<file path="src/hw/rtl/srw_pkg.sv">
`default_nettype none
package srw_pkg;

  // Widest sequence number the command path carries
  localparam int unsigned SeqWMax = 8;

  // Event kinds as they arrive on the input channel
  localparam logic [2:0] KIND_NET = 3'd0;
  localparam logic [2:0] KIND_PHY = 3'd1;
  localparam logic [2:0] KIND_FRM = 3'd2;
  localparam logic [2:0] KIND_DTO = 3'd3;
  localparam logic [2:0] KIND_ATO = 3'd4;

  // Received frame types
  localparam logic [1:0] FRM_DATA = 2'd0;
  localparam logic [1:0] FRM_ACK  = 2'd1;
  localparam logic [1:0] FRM_NAK  = 2'd2;

  // Classified operation handed from front to back
  typedef enum logic [3:0] {
    OP_NET,
    OP_PHY,
    OP_BAD,
    OP_DATA,
    OP_NAK,
    OP_ACKONLY,
    OP_DTO,
    OP_ATO,
    OP_IGN
  } op_e;

  // Result commands
  typedef enum logic [2:0] {
    ACT_NONE    = 3'd0,
    ACT_DATA    = 3'd1,
    ACT_ACK     = 3'd2,
    ACT_NAK     = 3'd3,
    ACT_STORE   = 3'd4,
    ACT_DELIVER = 3'd5,
    ACT_STOP    = 3'd6
  } act_e;

  typedef struct packed {
    op_e                op;
    logic [SeqWMax-1:0] seq;
    logic [SeqWMax-1:0] ackno;
  } cmd_t;

endpackage
`default_nettype wire

</file>
<file path="src/hw/rtl/srw_evt_if.sv">
`default_nettype none
interface srw_evt_if #(
  parameter int unsigned SEQ_BITS = 4
);
  logic                valid;
  logic                ready;
  logic [2:0]          kind;
  logic                frame_good;
  logic [1:0]          frame_type;
  logic [SEQ_BITS-1:0] frame_seq;
  logic [SEQ_BITS-1:0] frame_ackno;

  modport source (
    output valid, kind, frame_good, frame_type, frame_seq, frame_ackno,
    input  ready
  );
  modport sink (
    input  valid, kind, frame_good, frame_type, frame_seq, frame_ackno,
    output ready
  );
endinterface
`default_nettype wire

</file>
<file path="src/hw/rtl/srw_res_if.sv">
`default_nettype none
interface srw_res_if #(
  parameter int unsigned SEQ_BITS = 4
);
  logic                valid;
  logic                ready;
  logic [2:0]          action;
  logic [SEQ_BITS-1:0] out_seq;
  logic [SEQ_BITS-1:0] out_ackno;
  logic [2:0]          slot;
  logic                ack_timer_start;
  logic                ack_timer_stop;
  logic                network_enable;
  logic                last;

  modport source (
    output valid, action, out_seq, out_ackno, slot, ack_timer_start,
           ack_timer_stop, network_enable, last,
    input  ready
  );
  modport sink (
    input  valid, action, out_seq, out_ackno, slot, ack_timer_start,
           ack_timer_stop, network_enable, last,
    output ready
  );
endinterface
`default_nettype wire

</file>
<file path="src/hw/rtl/srw_front.sv">
`default_nettype none
module srw_front
  import srw_pkg::*;
#(
  parameter int unsigned SEQ_BITS = 4
) (
  srw_evt_if.sink evt_i,
  output cmd_t    cmd_o,
  output logic    cmd_valid_o,
  input  wire     cmd_ready_i
);

  op_e op;

  // Decode event kind, frame verdict and frame type into one operation
  always_comb begin
    unique case (evt_i.kind)
      KIND_NET: op = OP_NET;
      KIND_PHY: op = OP_PHY;
      KIND_FRM: begin
        if (!evt_i.frame_good) begin
          op = OP_BAD;
        end else if (evt_i.frame_type == FRM_DATA) begin
          op = OP_DATA;
        end else if (evt_i.frame_type == FRM_NAK) begin
          op = OP_NAK;
        end else begin
          op = OP_ACKONLY;
        end
      end
      KIND_DTO: op = OP_DTO;
      KIND_ATO: op = OP_ATO;
      default:  op = OP_IGN;
    endcase
  end

  assign cmd_o.op    = op;
  assign cmd_o.seq   = SeqWMax'(evt_i.frame_seq);
  assign cmd_o.ackno = SeqWMax'(evt_i.frame_ackno);
  assign cmd_valid_o = evt_i.valid;
  assign evt_i.ready = cmd_ready_i;

endmodule
`default_nettype wire

</file>
<file path="src/hw/rtl/srw_queue.sv">
`default_nettype none
module srw_queue
  import srw_pkg::*;
(
  input  wire  clk_i,
  input  wire  rst_ni,
  input  cmd_t push_data_i,
  input  wire  push_valid_i,
  output logic push_ready_o,
  output cmd_t pop_data_o,
  output logic pop_valid_o,
  input  wire  pop_ready_i
);

  cmd_t       mem_q [2];
  logic       wr_ptr_q, wr_ptr_d;
  logic       rd_ptr_q, rd_ptr_d;
  logic [1:0] cnt_q, cnt_d;
  logic       do_push, do_pop;

  assign push_ready_o = (cnt_q != 2'd2);
  assign pop_valid_o  = (cnt_q != 2'd0);
  assign pop_data_o   = mem_q[rd_ptr_q];
  assign do_push      = push_valid_i && push_ready_o;
  assign do_pop       = pop_valid_o && pop_ready_i;

  // Pointer and fill bookkeeping
  always_comb begin
    wr_ptr_d = do_push ? ~wr_ptr_q : wr_ptr_q;
    rd_ptr_d = do_pop ? ~rd_ptr_q : rd_ptr_q;
    cnt_d    = cnt_q + 2'(do_push) - 2'(do_pop);
  end

  always_ff @(posedge clk_i or negedge rst_ni) begin
    if (!rst_ni) begin
      wr_ptr_q <= 1'b0;
      rd_ptr_q <= 1'b0;
      cnt_q    <= 2'd0;
    end else begin
      wr_ptr_q <= wr_ptr_d;
      rd_ptr_q <= rd_ptr_d;
      cnt_q    <= cnt_d;
    end
  end

  // Storage
  always_ff @(posedge clk_i) begin
    if (do_push) begin
      mem_q[wr_ptr_q] <= push_data_i;
    end
  end

endmodule
`default_nettype wire

</file>
<file path="src/hw/rtl/srw_back.sv">
`default_nettype none
module srw_back
  import srw_pkg::*;
#(
  parameter int unsigned SEQ_BITS = 4,
  parameter int unsigned WINDOW   = 8
) (
  input  wire        clk_i,
  input  wire        rst_ni,
  input  cmd_t       cmd_i,
  input  wire        cmd_valid_i,
  output logic       cmd_ready_o,
  srw_res_if.source  res_o
);

  localparam int unsigned IW = $clog2(WINDOW);
  localparam int unsigned GW = $clog2(WINDOW + 1);
  localparam int unsigned S  = SEQ_BITS;

  localparam logic [2:0] ST_IDLE  = 3'd0;
  localparam logic [2:0] ST_STORE = 3'd1;
  localparam logic [2:0] ST_DELIV = 3'd2;
  localparam logic [2:0] ST_STOP  = 3'd3;
  localparam logic [2:0] ST_FIN   = 3'd4;

  typedef struct packed {
    act_e         action;
    logic [S-1:0] seq;
    logic [S-1:0] ackno;
    logic [2:0]   slot;
    logic         start;
    logic         stop;
  } res_t;

  typedef struct packed {
    res_t res;
    logic en;
    logic last;
  } out_t;

  function automatic logic in_win(input logic [S-1:0] a, input logic [S-1:0] b,
                                  input logic [S-1:0] c);
    return ((a <= b) && (b < c)) || ((c < a) && (a <= b)) || ((b < c) && (c < a));
  endfunction

  function automatic res_t mk(input act_e a, input logic [S-1:0] sq,
                              input logic [S-1:0] ak, input logic [2:0] sl,
                              input logic st, input logic sp);
    res_t r;
    r.action = a;
    r.seq    = sq;
    r.ackno  = ak;
    r.slot   = sl;
    r.start  = st;
    r.stop   = sp;
    return r;
  endfunction

  // Sequence number to slot lookup
  logic [IW-1:0] slot_tab [2**SEQ_BITS];
  for (genvar g = 0; g < 2**SEQ_BITS; g++) begin : g_slot
    assign slot_tab[g] = IW'(g % WINDOW);
  end

  logic [2:0]        state_q, state_d;
  logic [S-1:0]      sle_q, sle_d, sns_q, sns_d, rle_q, rle_d, rhe_q, rhe_d;
  logic [S-1:0]      oc_q, oc_d;
  logic [WINDOW-1:0] marks_q, marks_d;
  logic              nak_ok_q, nak_ok_d, phy_q, phy_d;
  logic [GW-1:0]     guard_q, guard_d;
  logic [S-1:0]      seq_q, seq_d, ack_q, ack_d;
  logic              en_q, en_d;
  logic              pend_vld_q, pend_vld_d;
  res_t              pend_q, pend_d;
  logic              out_vld_q, out_vld_d;
  out_t              out_q, out_d;

  logic         go, emit, fin;
  res_t         r;
  logic [S-1:0] cseq, cack, ack1, ackv, n_stop, oc_fin;
  logic         aw, aw1, rw, oc_room, phy_fin;

  assign go   = !out_vld_q || res_o.ready;
  assign cseq = (state_q == ST_IDLE) ? S'(cmd_i.seq) : seq_q;
  assign cack = (state_q == ST_IDLE) ? S'(cmd_i.ackno) : ack_q;
  assign ack1 = cack + S'(1);
  assign ackv = rle_q - S'(1);
  assign aw   = in_win(sle_q, cack, sns_q);
  assign aw1  = in_win(sle_q, ack1, sns_q);
  assign rw   = in_win(rle_q, cseq, rhe_q);
  assign oc_room = 32'(oc_q) < WINDOW;
  assign n_stop  = aw ? (cack - sle_q + S'(1)) : '0;

  // Outstanding count and physical-ready as they stand after the whole event
  always_comb begin
    oc_fin  = oc_q;
    phy_fin = phy_q;
    unique case (cmd_i.op)
      OP_NET: begin
        if (oc_room) begin
          oc_fin  = oc_q + S'(1);
          phy_fin = 1'b0;
        end
      end
      OP_PHY: phy_fin = 1'b1;
      OP_BAD: phy_fin = nak_ok_q ? 1'b0 : phy_q;
      OP_DATA: begin
        oc_fin  = oc_q - n_stop;
        phy_fin = ((cseq != rle_q) && nak_ok_q) ? 1'b0 : phy_q;
      end
      OP_NAK: begin
        oc_fin  = oc_q - n_stop;
        phy_fin = aw1 ? 1'b0 : phy_q;
      end
      OP_ACKONLY: oc_fin = oc_q - n_stop;
      OP_DTO, OP_ATO: phy_fin = 1'b0;
      default: ;
    endcase
  end

  // Event sequencer
  always_comb begin
    state_d  = state_q;
    sle_d    = sle_q;
    sns_d    = sns_q;
    rle_d    = rle_q;
    rhe_d    = rhe_q;
    oc_d     = oc_q;
    marks_d  = marks_q;
    nak_ok_d = nak_ok_q;
    phy_d    = phy_q;
    guard_d  = guard_q;
    seq_d    = seq_q;
    ack_d    = ack_q;
    en_d     = en_q;
    emit     = 1'b0;
    fin      = 1'b0;
    r        = mk(ACT_NONE, '0, '0, '0, 1'b0, 1'b0);
    cmd_ready_o = 1'b0;
    unique case (state_q)
      ST_IDLE: begin
        if (cmd_valid_i && go) begin
          cmd_ready_o = 1'b1;
          seq_d   = cseq;
          ack_d   = cack;
          en_d    = (32'(oc_fin) < WINDOW) && phy_fin;
          state_d = ST_FIN;
          unique case (cmd_i.op)
            OP_NET: begin
              if (oc_room) begin
                emit  = 1'b1;
                r     = mk(ACT_DATA, sns_q, ackv, 3'(slot_tab[sns_q]), 1'b0, 1'b1);
                oc_d  = oc_q + S'(1);
                sns_d = sns_q + S'(1);
                phy_d = 1'b0;
              end
            end
            OP_PHY: phy_d = 1'b1;
            OP_BAD: begin
              if (nak_ok_q) begin
                emit     = 1'b1;
                r        = mk(ACT_NAK, '0, ackv, '0, 1'b0, 1'b1);
                nak_ok_d = 1'b0;
                phy_d    = 1'b0;
              end
            end
            OP_DATA: begin
              emit = 1'b1;
              if ((cseq != rle_q) && nak_ok_q) begin
                r        = mk(ACT_NAK, '0, ackv, '0, 1'b0, 1'b1);
                nak_ok_d = 1'b0;
                phy_d    = 1'b0;
              end else begin
                r = mk(ACT_NONE, '0, '0, '0, 1'b1, 1'b0);
              end
              state_d = ST_STORE;
            end
            OP_NAK: begin
              if (aw1) begin
                emit  = 1'b1;
                r     = mk(ACT_DATA, ack1, ackv, 3'(slot_tab[ack1]), 1'b0, 1'b1);
                phy_d = 1'b0;
              end
              state_d = ST_STOP;
            end
            OP_ACKONLY: state_d = ST_STOP;
            OP_DTO: begin
              emit  = 1'b1;
              r     = mk(ACT_DATA, sle_q, ackv, 3'(slot_tab[sle_q]), 1'b0, 1'b1);
              phy_d = 1'b0;
            end
            OP_ATO: begin
              emit  = 1'b1;
              r     = mk(ACT_ACK, '0, ackv, '0, 1'b0, 1'b1);
              phy_d = 1'b0;
            end
            default: ;
          endcase
        end
      end
      ST_STORE: begin
        if (go) begin
          if (rw && !marks_q[slot_tab[seq_q]]) begin
            emit    = 1'b1;
            r       = mk(ACT_STORE, seq_q, '0, 3'(slot_tab[seq_q]), 1'b0, 1'b0);
            marks_d[slot_tab[seq_q]] = 1'b1;
            guard_d = '0;
            state_d = ST_DELIV;
          end else begin
            state_d = ST_STOP;
          end
        end
      end
      ST_DELIV: begin
        if (go) begin
          if (marks_q[slot_tab[rle_q]] && (guard_q < GW'(WINDOW))) begin
            emit     = 1'b1;
            r        = mk(ACT_DELIVER, rle_q, '0, 3'(slot_tab[rle_q]), 1'b1, 1'b0);
            nak_ok_d = 1'b1;
            marks_d[slot_tab[rle_q]] = 1'b0;
            rle_d    = rle_q + S'(1);
            rhe_d    = rhe_q + S'(1);
            guard_d  = guard_q + GW'(1);
          end else begin
            state_d = ST_STOP;
          end
        end
      end
      ST_STOP: begin
        if (go) begin
          if (aw) begin
            emit  = 1'b1;
            r     = mk(ACT_STOP, sle_q, '0, 3'(slot_tab[sle_q]), 1'b0, 1'b0);
            oc_d  = oc_q - S'(1);
            sle_d = sle_q + S'(1);
          end else begin
            state_d = ST_FIN;
          end
        end
      end
      ST_FIN: begin
        if (go) begin
          fin     = 1'b1;
          state_d = ST_IDLE;
        end
      end
      default: state_d = ST_IDLE;
    endcase
  end

  // One result is held back so the final one can be marked
  always_comb begin
    pend_vld_d = pend_vld_q;
    pend_d     = pend_q;
    out_vld_d  = out_vld_q && !res_o.ready;
    out_d      = out_q;
    if (emit) begin
      if (pend_vld_q) begin
        out_vld_d    = 1'b1;
        out_d.res    = pend_q;
        out_d.en     = en_d;
        out_d.last   = 1'b0;
      end
      pend_d     = r;
      pend_vld_d = 1'b1;
    end else if (fin) begin
      out_vld_d  = 1'b1;
      out_d.res  = pend_vld_q ? pend_q : mk(ACT_NONE, '0, '0, '0, 1'b0, 1'b0);
      out_d.en   = en_q;
      out_d.last = 1'b1;
      pend_vld_d = 1'b0;
    end
  end

  always_ff @(posedge clk_i or negedge rst_ni) begin
    if (!rst_ni) begin
      state_q    <= ST_IDLE;
      sle_q      <= '0;
      sns_q      <= '0;
      rle_q      <= '0;
      rhe_q      <= S'(WINDOW);
      oc_q       <= '0;
      marks_q    <= '0;
      nak_ok_q   <= 1'b1;
      phy_q      <= 1'b0;
      pend_vld_q <= 1'b0;
      out_vld_q  <= 1'b0;
    end else begin
      state_q    <= state_d;
      sle_q      <= sle_d;
      sns_q      <= sns_d;
      rle_q      <= rle_d;
      rhe_q      <= rhe_d;
      oc_q       <= oc_d;
      marks_q    <= marks_d;
      nak_ok_q   <= nak_ok_d;
      phy_q      <= phy_d;
      pend_vld_q <= pend_vld_d;
      out_vld_q  <= out_vld_d;
    end
  end

  // Payload and working registers
  always_ff @(posedge clk_i) begin
    guard_q <= guard_d;
    seq_q   <= seq_d;
    ack_q   <= ack_d;
    en_q    <= en_d;
    pend_q  <= pend_d;
    out_q   <= out_d;
  end

  assign res_o.valid           = out_vld_q;
  assign res_o.action          = out_q.res.action;
  assign res_o.out_seq         = out_q.res.seq;
  assign res_o.out_ackno       = out_q.res.ackno;
  assign res_o.slot            = out_q.res.slot;
  assign res_o.ack_timer_start = out_q.res.start;
  assign res_o.ack_timer_stop  = out_q.res.stop;
  assign res_o.network_enable  = out_q.en;
  assign res_o.last            = out_q.last;

endmodule
`default_nettype wire

</file>
<file path="src/hw/rtl/selective_repeat_window_control.sv">
// Channel | Dir | Transfer
// evt_i   | in  | one event: kind, frame verdict, type, seq, ack number
// res_o   | out | one command; last marks the final command of an event
//
// An event steps the sequencer through the event, a store check and delivery
// walk for data, an ack scan for good frames, and a finish step. The back
// sequencer handles one event at a time; a two-entry queue lets the front
// take new events meanwhile. Reset zeroes the marks and the window edges but
// sets rhe to WINDOW. A stalled output register holds the sequencer in place.
`default_nettype none
module selective_repeat_window_control
  import srw_pkg::*;
#(
  parameter int unsigned SEQ_BITS = 4,
  parameter int unsigned WINDOW   = 8
) (
  input  wire       clk_i,
  input  wire       rst_ni,
  srw_evt_if.sink   evt_i,
  srw_res_if.source res_o
);

  cmd_t front_cmd, back_cmd;
  logic front_vld, front_rdy, back_vld, back_rdy;

  srw_front #(
    .SEQ_BITS (SEQ_BITS)
  ) u_front (
    .evt_i       (evt_i),
    .cmd_o       (front_cmd),
    .cmd_valid_o (front_vld),
    .cmd_ready_i (front_rdy)
  );

  srw_queue u_queue (
    .clk_i        (clk_i),
    .rst_ni       (rst_ni),
    .push_data_i  (front_cmd),
    .push_valid_i (front_vld),
    .push_ready_o (front_rdy),
    .pop_data_o   (back_cmd),
    .pop_valid_o  (back_vld),
    .pop_ready_i  (back_rdy)
  );

  srw_back #(
    .SEQ_BITS (SEQ_BITS),
    .WINDOW   (WINDOW)
  ) u_back (
    .clk_i       (clk_i),
    .rst_ni      (rst_ni),
    .cmd_i       (back_cmd),
    .cmd_valid_i (back_vld),
    .cmd_ready_o (back_rdy),
    .res_o       (res_o)
  );

endmodule
`default_nettype wire

</file>
<file path="src/flat_wrapper.sv">
// flat-port wrapper written by rule: the top's interface ports become plain ports
module selective_repeat_window_control_flat import srw_pkg::*;
#(
  parameter int unsigned SEQ_BITS = 4,
  parameter int unsigned WINDOW   = 8
)
  (clk_i, rst_ni, evt_i_valid, evt_i_kind, evt_i_frame_good, evt_i_frame_type, evt_i_frame_seq, evt_i_frame_ackno, evt_i_ready, res_o_valid, res_o_action, res_o_out_seq, res_o_out_ackno, res_o_slot, res_o_ack_timer_start, res_o_ack_timer_stop, res_o_network_enable, res_o_last, res_o_ready);
  srw_evt_if #(.SEQ_BITS(SEQ_BITS)) evt_i_i ();
  srw_res_if #(.SEQ_BITS(SEQ_BITS)) res_o_i ();
  input  wire clk_i;
  input  wire rst_ni;
  input wire logic [$bits(evt_i_i.valid)-1:0] evt_i_valid;
  input wire logic [$bits(evt_i_i.kind)-1:0] evt_i_kind;
  input wire logic [$bits(evt_i_i.frame_good)-1:0] evt_i_frame_good;
  input wire logic [$bits(evt_i_i.frame_type)-1:0] evt_i_frame_type;
  input wire logic [$bits(evt_i_i.frame_seq)-1:0] evt_i_frame_seq;
  input wire logic [$bits(evt_i_i.frame_ackno)-1:0] evt_i_frame_ackno;
  output wire logic [$bits(evt_i_i.ready)-1:0] evt_i_ready;
  output wire logic [$bits(res_o_i.valid)-1:0] res_o_valid;
  output wire logic [$bits(res_o_i.action)-1:0] res_o_action;
  output wire logic [$bits(res_o_i.out_seq)-1:0] res_o_out_seq;
  output wire logic [$bits(res_o_i.out_ackno)-1:0] res_o_out_ackno;
  output wire logic [$bits(res_o_i.slot)-1:0] res_o_slot;
  output wire logic [$bits(res_o_i.ack_timer_start)-1:0] res_o_ack_timer_start;
  output wire logic [$bits(res_o_i.ack_timer_stop)-1:0] res_o_ack_timer_stop;
  output wire logic [$bits(res_o_i.network_enable)-1:0] res_o_network_enable;
  output wire logic [$bits(res_o_i.last)-1:0] res_o_last;
  input wire logic [$bits(res_o_i.ready)-1:0] res_o_ready;
  assign evt_i_i.valid = evt_i_valid;
  assign evt_i_i.kind = evt_i_kind;
  assign evt_i_i.frame_good = evt_i_frame_good;
  assign evt_i_i.frame_type = evt_i_frame_type;
  assign evt_i_i.frame_seq = evt_i_frame_seq;
  assign evt_i_i.frame_ackno = evt_i_frame_ackno;
  assign evt_i_ready = evt_i_i.ready;
  assign res_o_valid = res_o_i.valid;
  assign res_o_action = res_o_i.action;
  assign res_o_out_seq = res_o_i.out_seq;
  assign res_o_out_ackno = res_o_i.out_ackno;
  assign res_o_slot = res_o_i.slot;
  assign res_o_ack_timer_start = res_o_i.ack_timer_start;
  assign res_o_ack_timer_stop = res_o_i.ack_timer_stop;
  assign res_o_network_enable = res_o_i.network_enable;
  assign res_o_last = res_o_i.last;
  assign res_o_i.ready = res_o_ready;
  selective_repeat_window_control #(.SEQ_BITS(SEQ_BITS), .WINDOW(WINDOW)) u_core (.clk_i(clk_i), .rst_ni(rst_ni), .evt_i(evt_i_i), .res_o(res_o_i));
endmodule
</file>
<file path="config.mk">
export PLATFORM = sky130hd
export DESIGN_NAME = selective_repeat_window_control_flat
export DESIGN_NICKNAME = d
export VERILOG_FILES = /design/src/hw/rtl/srw_pkg.sv /design/src/hw/rtl/srw_evt_if.sv /design/src/hw/rtl/srw_res_if.sv /design/src/hw/rtl/srw_front.sv /design/src/hw/rtl/srw_queue.sv /design/src/hw/rtl/srw_back.sv /design/src/hw/rtl/selective_repeat_window_control.sv /design/src/flat_wrapper.sv
export SDC_FILE = /design/constraint.sdc
export NUM_CORES = 1
export LEC_CHECK = 0
export BUFFER_PORTS_ARGS = -buffer_cell sky130_fd_sc_hd__buf_2
export CAP_MARGIN = 20
export CORE_ASPECT_RATIO = 0.6
export CORE_UTILIZATION = 60
export DETAILED_ROUTE_END_ITERATION = 8
export PLACE_DENSITY = 0.9
export SYNTH_ARGS = -nofsm -noshare
export SYNTH_HDL_FRONTEND = slang
export SYNTH_SLANG_ARGS = --single-unit
</file>
<file path="constraint.sdc">
create_clock -name clk_i -period 8.8 [get_ports clk_i]
set_input_delay 1.76 -clock clk_i [delete_from_list [all_inputs] [get_ports clk_i]]
set_output_delay 1.76 -clock clk_i [all_outputs]
set_load 0.01 [all_outputs]
</file>
Word level (Yosys, flattened, before mapping)
Memory sizes are Yosys's and may differ from the RTL's.
Index checks and enable logic that the tools add are counted.
{"block": "op_classes", "addsub": 14, "n_lt_le_gt_ge": 20, "eq_ne": 32, "mux": 105, "bitwise_logic": 10, "n_reduce_logical": 51}
{"operator": "2-to-1 mux 16 bit", "count": 7}
{"operator": "one-hot mux 15 bit (6 select lines)", "count": 1}
{"operator": "one-hot mux 16 bit (4 select lines)", "count": 1}
{"operator": "2-to-1 mux 3 bit", "count": 19}
{"operator": "2-to-1 mux 18 bit", "count": 3}
{"operator": "2-to-1 mux 4 bit", "count": 12}
{"operator": "2-to-1 mux 15 bit", "count": 3}
{"operator": "2-to-1 mux 1 bit", "count": 37}
{"operator": "adder 4 x 1 -> 4 bit (second input constant)", "count": 8}
{"operator": "2-to-1 mux 8 bit", "count": 4}
{"operator": "2-to-1 mux 14 bit", "count": 2}
{"operator": ">= comparator 5 bit (second input constant)", "count": 5}
{"operator": "inverter 4 -> 5 bit", "count": 5}
{"operator": "one-hot mux 4 bit (2 select lines)", "count": 3}
{"operator": "!= test 2 bit (second input constant)", "count": 11}
{"operator": "< comparator 4 bit", "count": 5}
{"operator": "one-hot mux 4 bit (5 select lines)", "count": 1}
{"operator": "logical AND 1 bit", "count": 19}
{"operator": "equality test 4 x 3 -> 1 bit (second input constant)", "count": 4}
{"operator": "one-hot mux 8 bit (2 select lines)", "count": 1}
{"operator": "one-hot mux 3 bit (5 select lines)", "count": 1}
{"operator": "equality test 3 x 2 -> 1 bit (second input constant)", "count": 4}
{"operator": "less-or-equal comparator 4 bit", "count": 3}
{"operator": "< comparator 4 bit (second input constant)", "count": 3}
{"operator": "39 further kinds", "count": 70}
{"block": "totals", "register_bits": 86, "mem_bits_rw": 24, "mem_bits_ro": 240, "inputBits": 18, "word_cells": 270, "mem_count": 6}
{"memory": "(no name shown)", "words": 16, "width": 3, "read_ports": 1, "rd_clocked_by_memory_dff": 0, "wr": 0, "line": "srw_back.sv:233", "source": "r = mk(ACT_STOP, sle_q, '0, 3'(slot_tab[sle_q]), 1'b0, 1'b0);"}
{"memory": "(no name shown)", "words": 16, "width": 3, "read_ports": 1, "rd_clocked_by_memory_dff": 0, "wr": 0, "line": "srw_back.sv:220", "source": "marks_d[slot_tab[rle_q]] = 1'b0;"}
{"memory": "(no name shown)", "words": 16, "width": 3, "read_ports": 1, "rd_clocked_by_memory_dff": 0, "wr": 0, "line": "srw_back.sv:206", "source": "marks_d[slot_tab[seq_q]] = 1'b1;"}
{"memory": "(no name shown)", "words": 16, "width": 3, "read_ports": 1, "rd_clocked_by_memory_dff": 0, "wr": 0, "line": "srw_back.sv:181", "source": "r = mk(ACT_DATA, ack1, ackv, 3'(slot_tab[ack1]), 1'b0, 1'b1);"}
{"memory": "(no name shown)", "words": 16, "width": 3, "read_ports": 1, "rd_clocked_by_memory_dff": 0, "wr": 0, "line": "srw_back.sv:152", "source": "r = mk(ACT_DATA, sns_q, ackv, 3'(slot_tab[sns_q]), 1'b0, 1'b1);"}
{"memory": "u_core.u_queue.mem_q", "words": 2, "width": 12, "read_ports": 1, "rd_clocked_by_memory_dff": 0, "wr": 1, "line": "srw_queue.sv:15", "source": "cmd_t mem_q [2];"}

Depth between registers and ports, before layout
Gate-level depths: netlist of run 1.
{"block": "depth", "word_depth": 15, "mapped_depth": 20, "ltp_nobuf": 19}

Modules after synthesis
Synthesis of run 1 repeated with hierarchy kept, for this count alone.
{"block": "hier_totals", "hier_cells": 605, "area_unflattened_um2": 6769.0}
{"module": "srw_back", "instances": 1, "cells_per_inst": 494, "area_per_inst_um2": 4906.0}
{"module": "srw_queue", "instances": 1, "cells_per_inst": 79, "area_per_inst_um2": 1640.3}
{"module": "srw_front", "instances": 1, "cells_per_inst": 32, "area_per_inst_um2": 222.7}

Worst setup path before layout of run 1
Ideal clock, no wire load.
{"block": "synth_path", "kind": "register -> register", "from": "register u_core.u_back.state_q[2]", "to": "register u_core.u_back.out_q (netlist bit u_core.u_back.res_o.network_enable), data pin", "setup_time_ns": 0.264, "arrival_time_ns": 4.074, "setup_slack_ns": 4.462, "stages_incl_launch_ff": 19, "synth_period_minus_slack_ns": 4.338, "path_cell_list": "dfrtp_1 buf_6 or3_1 buf_2 a21oi_1 inv_1 ha_1 nand3_1 a211o_1 a31oi_1 maj3_2 nand2_1 ha_1 a21o_1 or3b_2 o21ai_0 a31oi_1 mux2i_1 o32ai_1"}
{"item": "start, declared", "line": "srw_back.sv:65", "source": "logic [2:0] state_q, state_d;"}
{"item": "start signal, assigned", "line": "srw_back.sv:289", "source": "state_q <= state_d;"}
{"item": "end signal, assigned", "line": "srw_back.sv:310", "source": "out_q <= out_d;"}
{"item": "end, declared", "line": "srw_back.sv:76", "source": "out_t out_q, out_d;"}

==> results of run 1 <==
how the worst min path moves through the flow:
stage	from	endpoint	slack, ns
floorplan	u_core.u_back.en_q	u_core.u_back.en_q	0.46
global placement	u_core.u_back.en_q	u_core.u_back.en_q	0.47
detailed placement	u_core.u_back.en_q	u_core.u_back.en_q	0.48
CTS	u_core.u_back.en_q	u_core.u_back.en_q	0.49
global route	u_core.u_back.en_q	u_core.u_back.en_q	0.52
finish	u_core.u_back.en_q	u_core.u_back.en_q	0.49
cell usage in the layout, fill, tap and decap left out, types with 6 or more instances in the layout:
master     count
edfxtp_1      64
nor2_1        43
nand2_1       42
ha_1          40
inv_1         39
dfrtp_1       37
buf_2         37
o21ai_0       32
xnor2_1       23
a21oi_1       15
mux2i_1       13
nand3_1       12
nand2b_1      10
nor3_1         9
a21o_1         9
nor2b_1        9
nor2b_2        9
clkbuf_16      9
o21a_1         8
a222oi_1       6
o22ai_1        6
xor2_1         6
o31ai_1        6
layout make-up:
type	instances	area, um2	area share, %
clock inverter	7	53.8	0.834
clock buffer	9	225	3.49
sequential	104	2920	45.3
tap	130	163	2.52
inverter	40	150	2.33
multi-input combinational	371	2740	42.5
timing repair buffer	39	200	3.10
cells in the mapped netlist, types with 3 or more instances:
| master | number | area, um2 |
|---|---|---|
| nor2b_2 | 9 | 78.8 |
| mux2i_1 | 13 | 130 |
| nand4_1 | 4 | 25.0 |
| a21o_1 | 9 | 67.6 |
| nor2_1 | 43 | 161 |
| xor2_1 | 6 | 52.6 |
| a211o_1 | 4 | 35.0 |
| a21oi_1 | 15 | 75.1 |
| nand3_1 | 12 | 60.1 |
| o22a_1 | 4 | 35.0 |
| o21ai_0 | 33 | 165 |
| a22oi_1 | 3 | 22.5 |
| o21a_1 | 8 | 60.1 |
| o211ai_1 | 3 | 22.5 |
| nor3_4 | 3 | 48.8 |
| a222oi_1 | 6 | 60.1 |
| nand2_1 | 42 | 158 |
| a31oi_1 | 3 | 18.8 |
| o22ai_1 | 6 | 37.5 |
| xnor2_1 | 23 | 201 |
| buf_2 | 4 | 20.0 |
| clkbuf_1 | 8 | 30.0 |
| o32ai_1 | 3 | 26.3 |
| o31ai_1 | 6 | 45.0 |
| inv_1 | 39 | 146 |
| nand2b_1 | 10 | 62.6 |
| edfxtp_1 | 64 | 1920 |
| ha_1 | 40 | 500 |
| mux4_2 | 3 | 67.6 |
| nor2b_1 | 9 | 56.3 |
| maj3_2 | 3 | 33.8 |
| nor3_1 | 9 | 45.0 |
| mux2_2 | 3 | 33.8 |
| buf_4 | 5 | 37.5 |
| dfrtp_1 | 37 | 926 |
worst max-delay path, delay by kind of cell, from the launching register on:
family                   cells  cell delay (ns)
multiplexers                 1             0.18
flip-flops                   1             0.54
AO/OA/AOI/OAI                7             1.83
AND/OR/NAND/NOR              4             1.26
buffers and inverters        1             0.25
adder cells (fa/ha/maj)      3             1.08
metal layers:
metal  part of all wire [%]  vias up  track usage (%)
li1                       -     2008                -
met1                     46     1981             37.9
met2                     43      204             38.5
met3                    9.4       19             8.22
met4                    1.2        0             6.98
met5                      0        -                0
kinds of logic after synthesis:
logic type | share of synthesized area, %
buffers and inverters | 4.46
XOR/XNOR | 4.29
AND/OR/NAND/NOR | 13.9
adder cells (fa/ha/maj) | 9.36
AO/OA/AOI/OAI | 13.9
flip-flops | 49.3
multiplexers | 4.79
metrics by stage:
step | std cells | hold WS, ns | power [uW] | setup WS, ns | area, um2
3_3_place_gp | 683 | 0.471 | 2340 | 3.72 | 6160
5_1_grt | 700 | 0.516 | 3040 | 3.23 | 6450
6_report | 700 | 0.487 | 2820 | 3.46 | 6450
3_5_place_dp | 683 | 0.476 | 2420 | 3.61 | 6160
4_1_cts | 699 | 0.485 | 2810 | 3.58 | 6440
2_1_floorplan | 535 | 0.459 | 2070 | 4.46 | 5920
where the power goes:
group	internal, uW	switching [uW]	leakage (uW)
Sequential	783	186	0.00108
Combinational	628	845	0.00144
Clock	195	180	0.000136
==> summary by stage, run 1 <==
Place
The count of input and output buffers is 37. The wire-length estimate of the detail-placed layout is about 9 mm. At the end of routability-driven placement, the weighted congestion stood at roughly 0.95.

Cells and area
The post-layout net count is around 620. The post-layout utilization of the core is between 60 and 70%. The final-layout fill cell count is 692.

The ratio of cells with drive above 1 in the final layout is between 10% and 20%. The largest registers in the layout are u_core.u_queue.mem_q (24), u_core.u_back.pend_q (13), u_core.u_back.marks_q (8). The repair_antennas step left the layout with diodes totalling 0. More flip-flops sit in one register than any other, and that register is u_core.u_queue.mem_q.

The register with the most flip-flops in the layout has 24 of them. Compared with the post-synthesis result, the final layout area differs by 8.91%.

GRT
The initial antenna violation count is 0. For this run, the total global-route usage over all layers was measured as a little over a quarter. The first global-routing pass estimated ~20 mm of wire. The total overflow left after global routing is 0. The via count of the first global-routing pass was approximately 4,000.

The largest net degree at the start of global routing is 40.

Clock network
The number of CTS-inserted buffers is 9. The number of levels in the clock H-tree is 3. The number of buffers added to fix hold violations after cts is 0. The TritonCTS clock tree is built.

The clock insertion delay at the later pin of the skew report is about 0.35 ns. The clock net in this run drives a total of approximately 100 sinks. The number of setup buffers added after CTS is 0. The clock transition at the registers of the reported paths is 0.07 ns. In this run the clock root is driven by a clkbuf_16. Gates resized during post-CTS repair numbered 0. The clock passes through at most 2 buffers.

Min path
The worst hold path cell count is 2. In this run the worst hold path is classified as register to register.

Route
The initial DRC count is approximately 370. The final routed wirelength across all metal layers is roughly 12 mm. The post-route antenna net violation count is 0.

After detailed routing, the number of vias per cell comes to ~6. After detailed routing, the number of remaining DRC violations is 0. Across all layers, the routed design uses 4,212 vias.

The first-pass detailed-route iteration total is 5. The wire length per cell is between 15 and 20 um.

Setup path
Traced cell by cell, the critical path runs through or3_1 -> a21oi_1 -> inv_1 -> ha_1 -> nand3_1 -> a211o_1 -> a31oi_1 -> maj3_2 -> nand2_1 -> ha_1 -> a21o_1 -> or3b_2 -> o21ai_0 -> a31oi_1 -> mux2i_1 -> o32ai_1. STA classifies the critical path startpoint as a register. At the worst endpoint, the required time is 8.94 ns. In this run the worst path has a maximum fanout of 14. The kind of end point of the critical path is a register. The largest stage delay on the critical path is around 0.62 ns. The arrival time of data at the critical path endpoint is 5.48 ns. The reg2reg setup slack is between 3 and 4 ns. The endpoint of the worst register-to-register path is u_core.u_back.res_o.network_enable. The cell depth of the worst flop-to-flop path is 16. In this run the critical register-to-register path is launched from u_core.u_back.state_q[1]. The worst setup path category is register to register.

The critical path endpoint is u_core.u_back.res_o.network_enable. The slowest stage of the critical path belongs to the cell or3_1. Tracing the worst setup path back leads to its startpoint at u_core.u_back.state_q[1].

Synth
The average instance in the mapped netlist occupies about 11 um2. The most used flip-flop cell after synthesis is edfxtp_1. The synthesized design contains between 100 and 150 register bits. The number of instances in the synthesized netlist is about 540. After synthesis the cells add up to ~0.0059 mm2. For this run, the register share of the synthesized area comes to approximately 49%. The fraction of registers with async set or reset after synthesis is a little under two fifths. The count of cell types in the netlist is 67. Counting every net in the synthesized netlist gives 594. The number of enable-type register cells in the synthesized netlist is 64. The warning count from the yosys run is 0.

Outcome
The run finished with clean final reports.

STA
The maximum clock skew at final layout is ~0.0056 ns. The final number of hold-violating endpoints is 0. The maximum clock frequency is 0.187 GHz. Setup repair after global routing left no endpoint under its margin.

The total of endpoints with negative setup slack in the final report is 0. For the pin with the worst max-slew slack, the measured transition is 0.978 ns. Measured against its own limit, the worst slew margin works out to a little over a third.

The count of final max-slew check failures was 0. Setup total negative slack on the finished layout was measured at 0 ns. Subtracting the final worst setup slack from the clock period gives 5.34 ns. The worst path uses 60.7% of the clock period.

Floorplan
The initial standard-cell utilization of the core is around 63%. The standard cell core area is roughly 0.0094 mm2. The floorplan step set the die height to about 80 um. The horizontal die dimension is about 130 um. The die outline area is 0.0103 mm2. Pin placement for this block handled 38 I/O pins.

The initialized floorplan defines 27 standard-cell rows.

Flow run
Max-cap violations in this run came to 0.

Pwr
IR analysis of the VDD net gives a maximum drop of 0.000208 V. The leakage dissipation is approximately 0.0027 uW. For this design the ratio of total power to cell area is around 440 mW/mm2.
Note: power is estimated with default switching activity, not from simulation.
==> run 2, diff against run 1 <==
- clock period: 8.8 -> 5.3 ns (I/O delays scaled with it)
==> run 2 against run 1 <==
Sequential cell count unchanged. Clock skew barely moved. Design area grew 0.74%. Register-to-register slack worse by 3.0 ns. Total power increased by 69%. Critical path depth unchanged. Sequential share of layout area is 0.33 points lower. Clock power rose by 76%. Combinational power up 70%. Critical endpoint unchanged. Largest cell class unchanged. Highest routed layer unchanged.
==> summary by stage, run 2 (synthesis results as in run 1) <==
Floorplan
Once the floorplan was initialized, standard cells occupied 63.1% of the core. After floorplanning, the core was divided into 27 placement rows. The die height is a little under 80 um. The die outline area is slightly above 0.01 mm2. The die is 130 um wide. The total area inside the core boundary comes to between 0.009 and 0.01 mm2. For this design the top-level I/O count stands at 38.

STA
The worst-case setup margin in the final layout is around 0.41 ns. The count of final max-slew check failures is 0. Clock skew on the completed layout was measured at roughly 0.0053 ns. The final critical path takes up between 90% and 100% of the cycle. The final-layout setup total negative slack is 0 ns.

Measured against its own limit, the worst slew margin works out to 35.6%. Timing would allow up to around 0.20 GHz. The final number of hold-violating endpoints is 0.

The total of endpoints with negative setup slack in the final report is 0. At the pin with the least slew margin, the transition time is just under 1 ns. For the finished layout, the period the worst path requires is between 4 and 5 ns. Setup repair after global routing left no endpoint under its margin.

GRT
The initial antenna violation count is 0. The global-route met2 utilization is around 41%. The first-pass GRT wire length is ~21 mm. The via count of the first global-routing pass was approximately 4,300. The global routing usage on met3 is 8.76%. For this run, global-route usage on met1 was measured as about 40%. met2 is the most crowded layer.

Across every metal layer, demand over resource in global routing totals 27.8%. Entering global routing, the biggest net connects 40 pins. The total overflow left after global routing is 0.

Clock network
In this run, post-CTS repair resized a total of 0 instances. The root cell of the clock tree is clkbuf_16. The maximum clock insertion buffer count is 2.

The total clock sinks is between 100 and 150. The clock insertion delay at the later pin of the skew report is 0.34 ns. Buffers inserted during clock tree synthesis total 9. The count of buffers added by post-CTS timing repair for setup is 0. The number of levels in the clock H-tree is 3. For this design, the CTS-stage hold fixing added 0 buffers. After clock tree synthesis, the clock-pin slew on the worst setup and hold paths is ~0.07 ns. The TritonCTS clock tree is built.

Min path
The path class of the tightest hold or removal check is register to register. Along the worst hold path, the cell count comes to 1. The worst min-delay path startpoint is u_core.u_queue.wr_ptr_q.

For hold timing, the worst endpoint is u_core.u_queue.wr_ptr_q.

Flow run
The reported max-cap violation count is 0.

Place
Timing analysis after detailed placement gives a worst setup slack of around 0.5 ns. The HPWL after detailed placement is 9.64 mm. The count of input and output buffers is 37. The routability-driven placement congestion ratio is 0.969.

Cells and area
The post-layout net count is roughly 630. The register with the most flip-flops in the layout has 24 of them. The final-layout fill cell count is roughly 710. The number of antenna diodes in the final layout is 0. Of the cells placed in the final design, the portion with a size suffix greater than 1 is between 15 and 20%. The leading cell type in the layout, fill and taps excluded is edfxtp_1. The register with the most flip-flops in the final layout is u_core.u_queue.mem_q. The growth of design area from synthesis to finish is 9.72%. The largest registers in the layout are u_core.u_queue.mem_q (24), u_core.u_back.pend_q (13), u_core.u_back.marks_q (8). Leaving out fill and tap cells, the most frequent cells in the layout are edfxtp_1, nor2_1, nand2_1.

Setup path
The maximum fanout count along the critical path is 14. The cell depth of the worst flop-to-flop path is 16. The critical path in this run is classified as register to register.

The reg2reg setup slack is 0.41 ns. The kind of end point of the critical path is a register. The arrival time of data at the critical path endpoint is between 4 and 5 ns. The startpoint of the worst register-to-register path is u_core.u_back.state_q[1]. Data on the critical path is required at its endpoint by 5.39 ns. The endpoint of the worst register-to-register path is u_core.u_back.res_o.network_enable. The type of element launching the critical path is a register.

Route
In the routed design, unresolved DRC markers number 0. After detailed routing, the average wire length per cell comes to about 18 um. The first-pass detailed-route iteration total is 7.

The routed layout has between 4,000 and 5,000 vias. The initial DRC count is 480. The post-route antenna net violation count is 0. Wires add up to about 13 mm. Using the TritonRoute via totals, the vias-per-cell ratio works out to about 6.2.

Pwr
The power per unit of standard cell area is 732 mW/mm2. Summed over all cells, the static leakage comes to roughly 0.0027 uW. The worst-case IR drop observed on VDD is 0.000301 V. The total power after layout is 4760 uW.

Outcome
The run finished with clean final reports.
-- run 2: cell types whose count changed in the layout (fill, tap and decap cells not counted), sizes merged --
cell,before,now
inv,42,41
clkbuf,9,10
bufinv,0,1
buf,39,43
clkinv,4,2
clkinvlp,1,2
-- run 2: layout make-up --
type | instances | area, um2 | area share [%]
Clock buffer | 10 | 229 | 3.52
Inverter | 40 | 150 | 2.31
Multi-Input combinational cell | 371 | 2740 | 42.1
Timing Repair Buffer | 43 | 230 | 3.54
Tap cell | 130 | 163 | 2.50
Sequential cell | 104 | 2920 | 44.9
Clock inverter | 6 | 67.6 | 1.04
-- run 2: worst max-delay path, cell delays in order (launching register included) --
cell     delay, ns
dfrtp_1       0.53
nor3_4        0.59
mux2i_4       0.50
inv_1         0.09
ha_1          0.39
nand3_1       0.10
a211o_1       0.27
a31oi_1       0.26
maj3_2        0.29
nand2_1       0.08
ha_1          0.31
a21o_1        0.17
or3b_2        0.45
o21ai_0       0.09
a31oi_1       0.12
mux2i_1       0.27
o32ai_1       0.11
-- run 2: through the flow --
stage          cells  cell area, um2  util, %  hold WS (ns)
6_report         704            6500     69.2         0.514
5_1_grt          704            6500     69.2         0.531
4_1_cts          703            6490     69.1         0.505
3_5_place_dp     687            6190     66.0         0.484
3_3_place_gp     687            6190     66.0         0.470
2_1_floorplan    535            5920        -         0.459
-- run 2: how the worst max path moves through the flow --
stage / slack, ns / cells past startpoint / to / from
detailed placement: 0.49 / 16 / u_core.u_back.res_o.network_enable / u_core.u_back.state_q[1]
floorplan: 0.96 / 18 / u_core.u_back.res_o.network_enable / u_core.u_back.state_q[2]
finish: 0.41 / 16 / u_core.u_back.res_o.network_enable / u_core.u_back.state_q[1]
CTS: 0.46 / 16 / u_core.u_back.res_o.network_enable / u_core.u_back.state_q[1]
global placement: 0.71 / 16 / u_core.u_back.res_o.network_enable / u_core.u_back.state_q[2]
global route: 0.11 / 16 / u_core.u_back.res_o.network_enable / u_core.u_back.state_q[1]
-- run 2: per-layer routing --
metal  routed length [um]  up-vias
met2                 5540      221
met3                 1300       27
li1                     -     2014
met1                 5870     2077
met5                    0        -
met4                  196        0
-- run 2: power breakdown --
part / switching, uW / internal, uW
Clock: 292 / 369
Combinational: 1440 / 1060
Sequential: 295 / 1300
Total: 2030 / 2730
==> run 3, diff against run 2 <==
- clock period: 5.3 -> 5.1 ns (I/O delays scaled with it)
==> run 3 against run 2 <==
Worst hold slack worse by 0.010 ns. Sequential cell count unchanged. Die area unchanged. Combinational power up 8%. Register-to-register slack worse by 0.12 ns. Sequential share of layout area down 0.060 points. Critical path depth unchanged. Critical endpoint unchanged. Largest cell class unchanged. Largest power group unchanged. Highest routed layer unchanged.
==> summary by stage, run 3 (synthesis results as in run 1) <==
GRT
Entering global routing, the biggest net connects 40 pins. The via count of the first global-routing pass is between 4,000 and 5,000. The first global-routing pass estimated 21.4 mm of wire. For this run, the total global-route usage over all layers was measured as between 20 and 30%. The total congestion overflow after global routing is 0. The initial antenna violation count is 0.

Clock network
The total clock sinks is 104. At the later pin of the worst-skew pair, clock insertion delay measures around 0.35 ns. The longest clock path from root to sink contains 2 buffers.

After clock tree synthesis, the clock-pin slew on the worst setup and hold paths is roughly 0.070 ns. TritonCTS built the clock tree. The root cell of the clock tree is clkbuf_16. The number of hold buffers added after CTS was 0. The number of levels in the clock H-tree is 3. Once the clock tree was built, the setup fixing pass inserted 0 buffers. The number of CTS-inserted buffers is 9.

Setup path
The kind of end point of the critical path is a register. The worst setup path category is register to register. The critical path launch point is u_core.u_back.state_q[0].

In this run the worst path has a maximum fanout of 14. The signal on the critical path passes through or3_1 -> a21oi_2 -> inv_1 -> ha_1 -> nand3_1 -> a211o_1 -> a31oi_1 -> maj3_2 -> nand2_1 -> ha_1 -> a21o_1 -> or3b_2 -> o21ai_0 -> a31oi_1 -> mux2i_1 -> o32ai_1. The startpoint of the worst register-to-register path is u_core.u_back.state_q[0]. The number of cells on the worst reg-to-reg path is 16. Among all stages on the critical path, the largest delay is contributed by dfrtp_1. Grouping stages by cell kind, the critical path spends the most delay in compound AO/OA/AOI/OAI gates.

The largest single stage delay on the critical path is 0.55 ns. The arrival time of data at the critical path endpoint is 4.96 ns. The worst endpoint required time is roughly 5.3 ns. Together, buffers and inverters on the worst path number 1.

The critical path crosses 16 cells after its start point. The type of element launching the critical path is a register.

STA
At the pin with the least slew margin, the transition time is about 0.97 ns. The smallest clock period supported by the final layout is computed as a little under 5 ns. The count of final max-slew check failures was 0. After layout, the worst path uses 94.2% of the clock period. The maximum clock frequency is approximately 0.21 GHz. The maximum clock skew at final layout is approximately 0.0091 ns.

The tightest hold path in the finished design has a slack of about 0.50 ns. The worst path meets setup with ~0.29 ns of slack. The final number of hold-violating endpoints came to 0. The worst pin sits at a relative slew slack of roughly 35%. The total of endpoints with negative setup slack in the final report is 0. Setup repair after global routing left no endpoint under its margin.

The final-layout setup total negative slack is 0 ns.

Place
In this run, placement finished with an instance count of ~700. The HPWL after detailed placement is about 9.7 mm. The count of buffers added on input and output ports is 37. The worst slack at placement is 0.286 ns. The routability-driven placement congestion ratio is between 0.9 and 1.

Floorplan
The die height is between 70 and 80 um. The floorplan has 27 rows. The horizontal die dimension is 130 um. The floorplan step defined a die boundary enclosing a little over 0.01 mm2. The initial standard-cell utilization of the core is approximately 63%. Pin placement for this block handled 38 I/O pins.

The standard cell core area is 0.00939 mm2.

Cells and area
After the flow finishes, the layout carries non-filler instances totaling around 710. u_core.u_queue.mem_q holds more flip-flops than any other register. The number of antenna diodes in the final layout is 0.

The area growth from synthesis to layout is 9.86%. Leaving out fill and tap cells, the most frequent cells in the layout are edfxtp_1, nor2_1, nand2_1. Summing all multi-input logic gate instances after layout gives 0.00274 mm2. Summing all flip-flop and latch instances after layout gives just under 0.003 mm2. The final-layout fill cell count is 693. The ratio of cells with drive above 1 in the final layout is ~17%.

The leading cell type in the layout, fill and taps excluded is edfxtp_1. The flip-flop count of the largest register after layout is 24. For this run, the post-layout net count is 630. The largest registers in the layout are u_core.u_queue.mem_q (24), u_core.u_back.pend_q (13), u_core.u_back.marks_q (8).

Route
For this run, design rule violations remaining after detail routing come to 0. The wire length per cell is around 19 um. The count of nets left with antenna violations once routing finished came out at 0.

The routed via count is about 4,400. Using the TritonRoute via totals, the vias-per-cell ratio works out to roughly 6.2. The first routing iteration left approximately 510 violations. The first-pass detailed-route iteration total is 8. After detailed routing, the total wire length is ~13 mm.

Outcome
The run finished with clean final reports.

Min path
The class of the tightest hold or removal check is register to register. The worst hold path begins at u_core.u_back.rhe_q[3]. Counting instances, the worst hold path has a depth of 1.

Pwr
The leakage dissipation is approximately 0.0027 uW. Dividing total power by cell area gives a power density of between 700 and 800 mW/mm2. The peak supply drop is 0.000362 V. The completed layout was analyzed and its total power is between 5000 and 6000 uW.

Flow run
The reported max-cap violation count is 0.
run 3: cell types whose count changed in the layout (fill, tap and decap cells not counted), sizes merged:
cell      before  now
buf           43   45
clkinv         2    3
clkinvlp       2    0
run 3: final cells by class:
type	count	area share, %
clock buffers	10	3.52
clock inverters	5	0.884
inverters	40	2.31
multi-input cells	371	42.1
flip-flops and latches	104	44.9
well taps	130	2.50
repair buffers	45	3.77
run 3: power by group:
part / internal (uW) / total [uW] / switching [uW]
sequential: 1350 / 1640 / 285
combinational: 1120 / 2690 / 1570
clock: 380 / 678 / 298
run 3: timing repair:
item | in CTS | in global routing
endpoints found under the hold margin | 0 | 0
endpoints found under the setup margin | 0 | 1
gates resized for setup | 0 | 1
run 3: worst paths after layout:
check,end,slack (ns)
setup / recovery,u_core.u_back.res_o.network_enable,0.29
hold / removal,u_core.u_back.rhe_q[3],0.50
setup reg to reg,u_core.u_back.res_o.network_enable,0.29
hold reg to reg,u_core.u_back.rhe_q[3],0.50
max in group asynchronous,u_core.u_back.rhe_q[1],3.67
min in group asynchronous,u_core.u_queue.cnt_q[0],0.82
run 3: metal layers:
layer / part of all wire, % / vias to the layer above / track usage (%) / routed length [um]
li1: - / 2011 / - / -
met1: 45 / 2088 / 39.7 / 5860
met2: 43 / 251 / 42.6 / 5640
met3: 11 / 29 / 8.15 / 1440
met4: 1.2 / 0 / 6.28 / 156
met5: 0 / - / 0 / 0
run 3: per-stage QoR:
| step | utilization (%) | instance area, um2 |
|---|---|---|
| 2_1_floorplan | - | 5920 |
| 3_3_place_gp | 66.2 | 6220 |
| 3_5_place_dp | 66.2 | 6220 |
| 4_1_cts | 69.3 | 6500 |
| 5_1_grt | 69.3 | 6510 |
| 6_report | 69.3 | 6510 |
run 3: worst reg2reg max path, cell delays in order, from the launching register on:
cell     delay (ns)
dfrtp_1        0.55
or3_1          0.54
a21oi_2        0.30
inv_1          0.13
ha_1           0.41
nand3_1        0.10
a211o_1        0.28
a31oi_1        0.30
maj3_2         0.31
nand2_1        0.08
ha_1           0.31
a21o_1         0.18
or3b_2         0.45
o21ai_0        0.09
a31oi_1        0.13
mux2i_1        0.19
o32ai_1        0.27
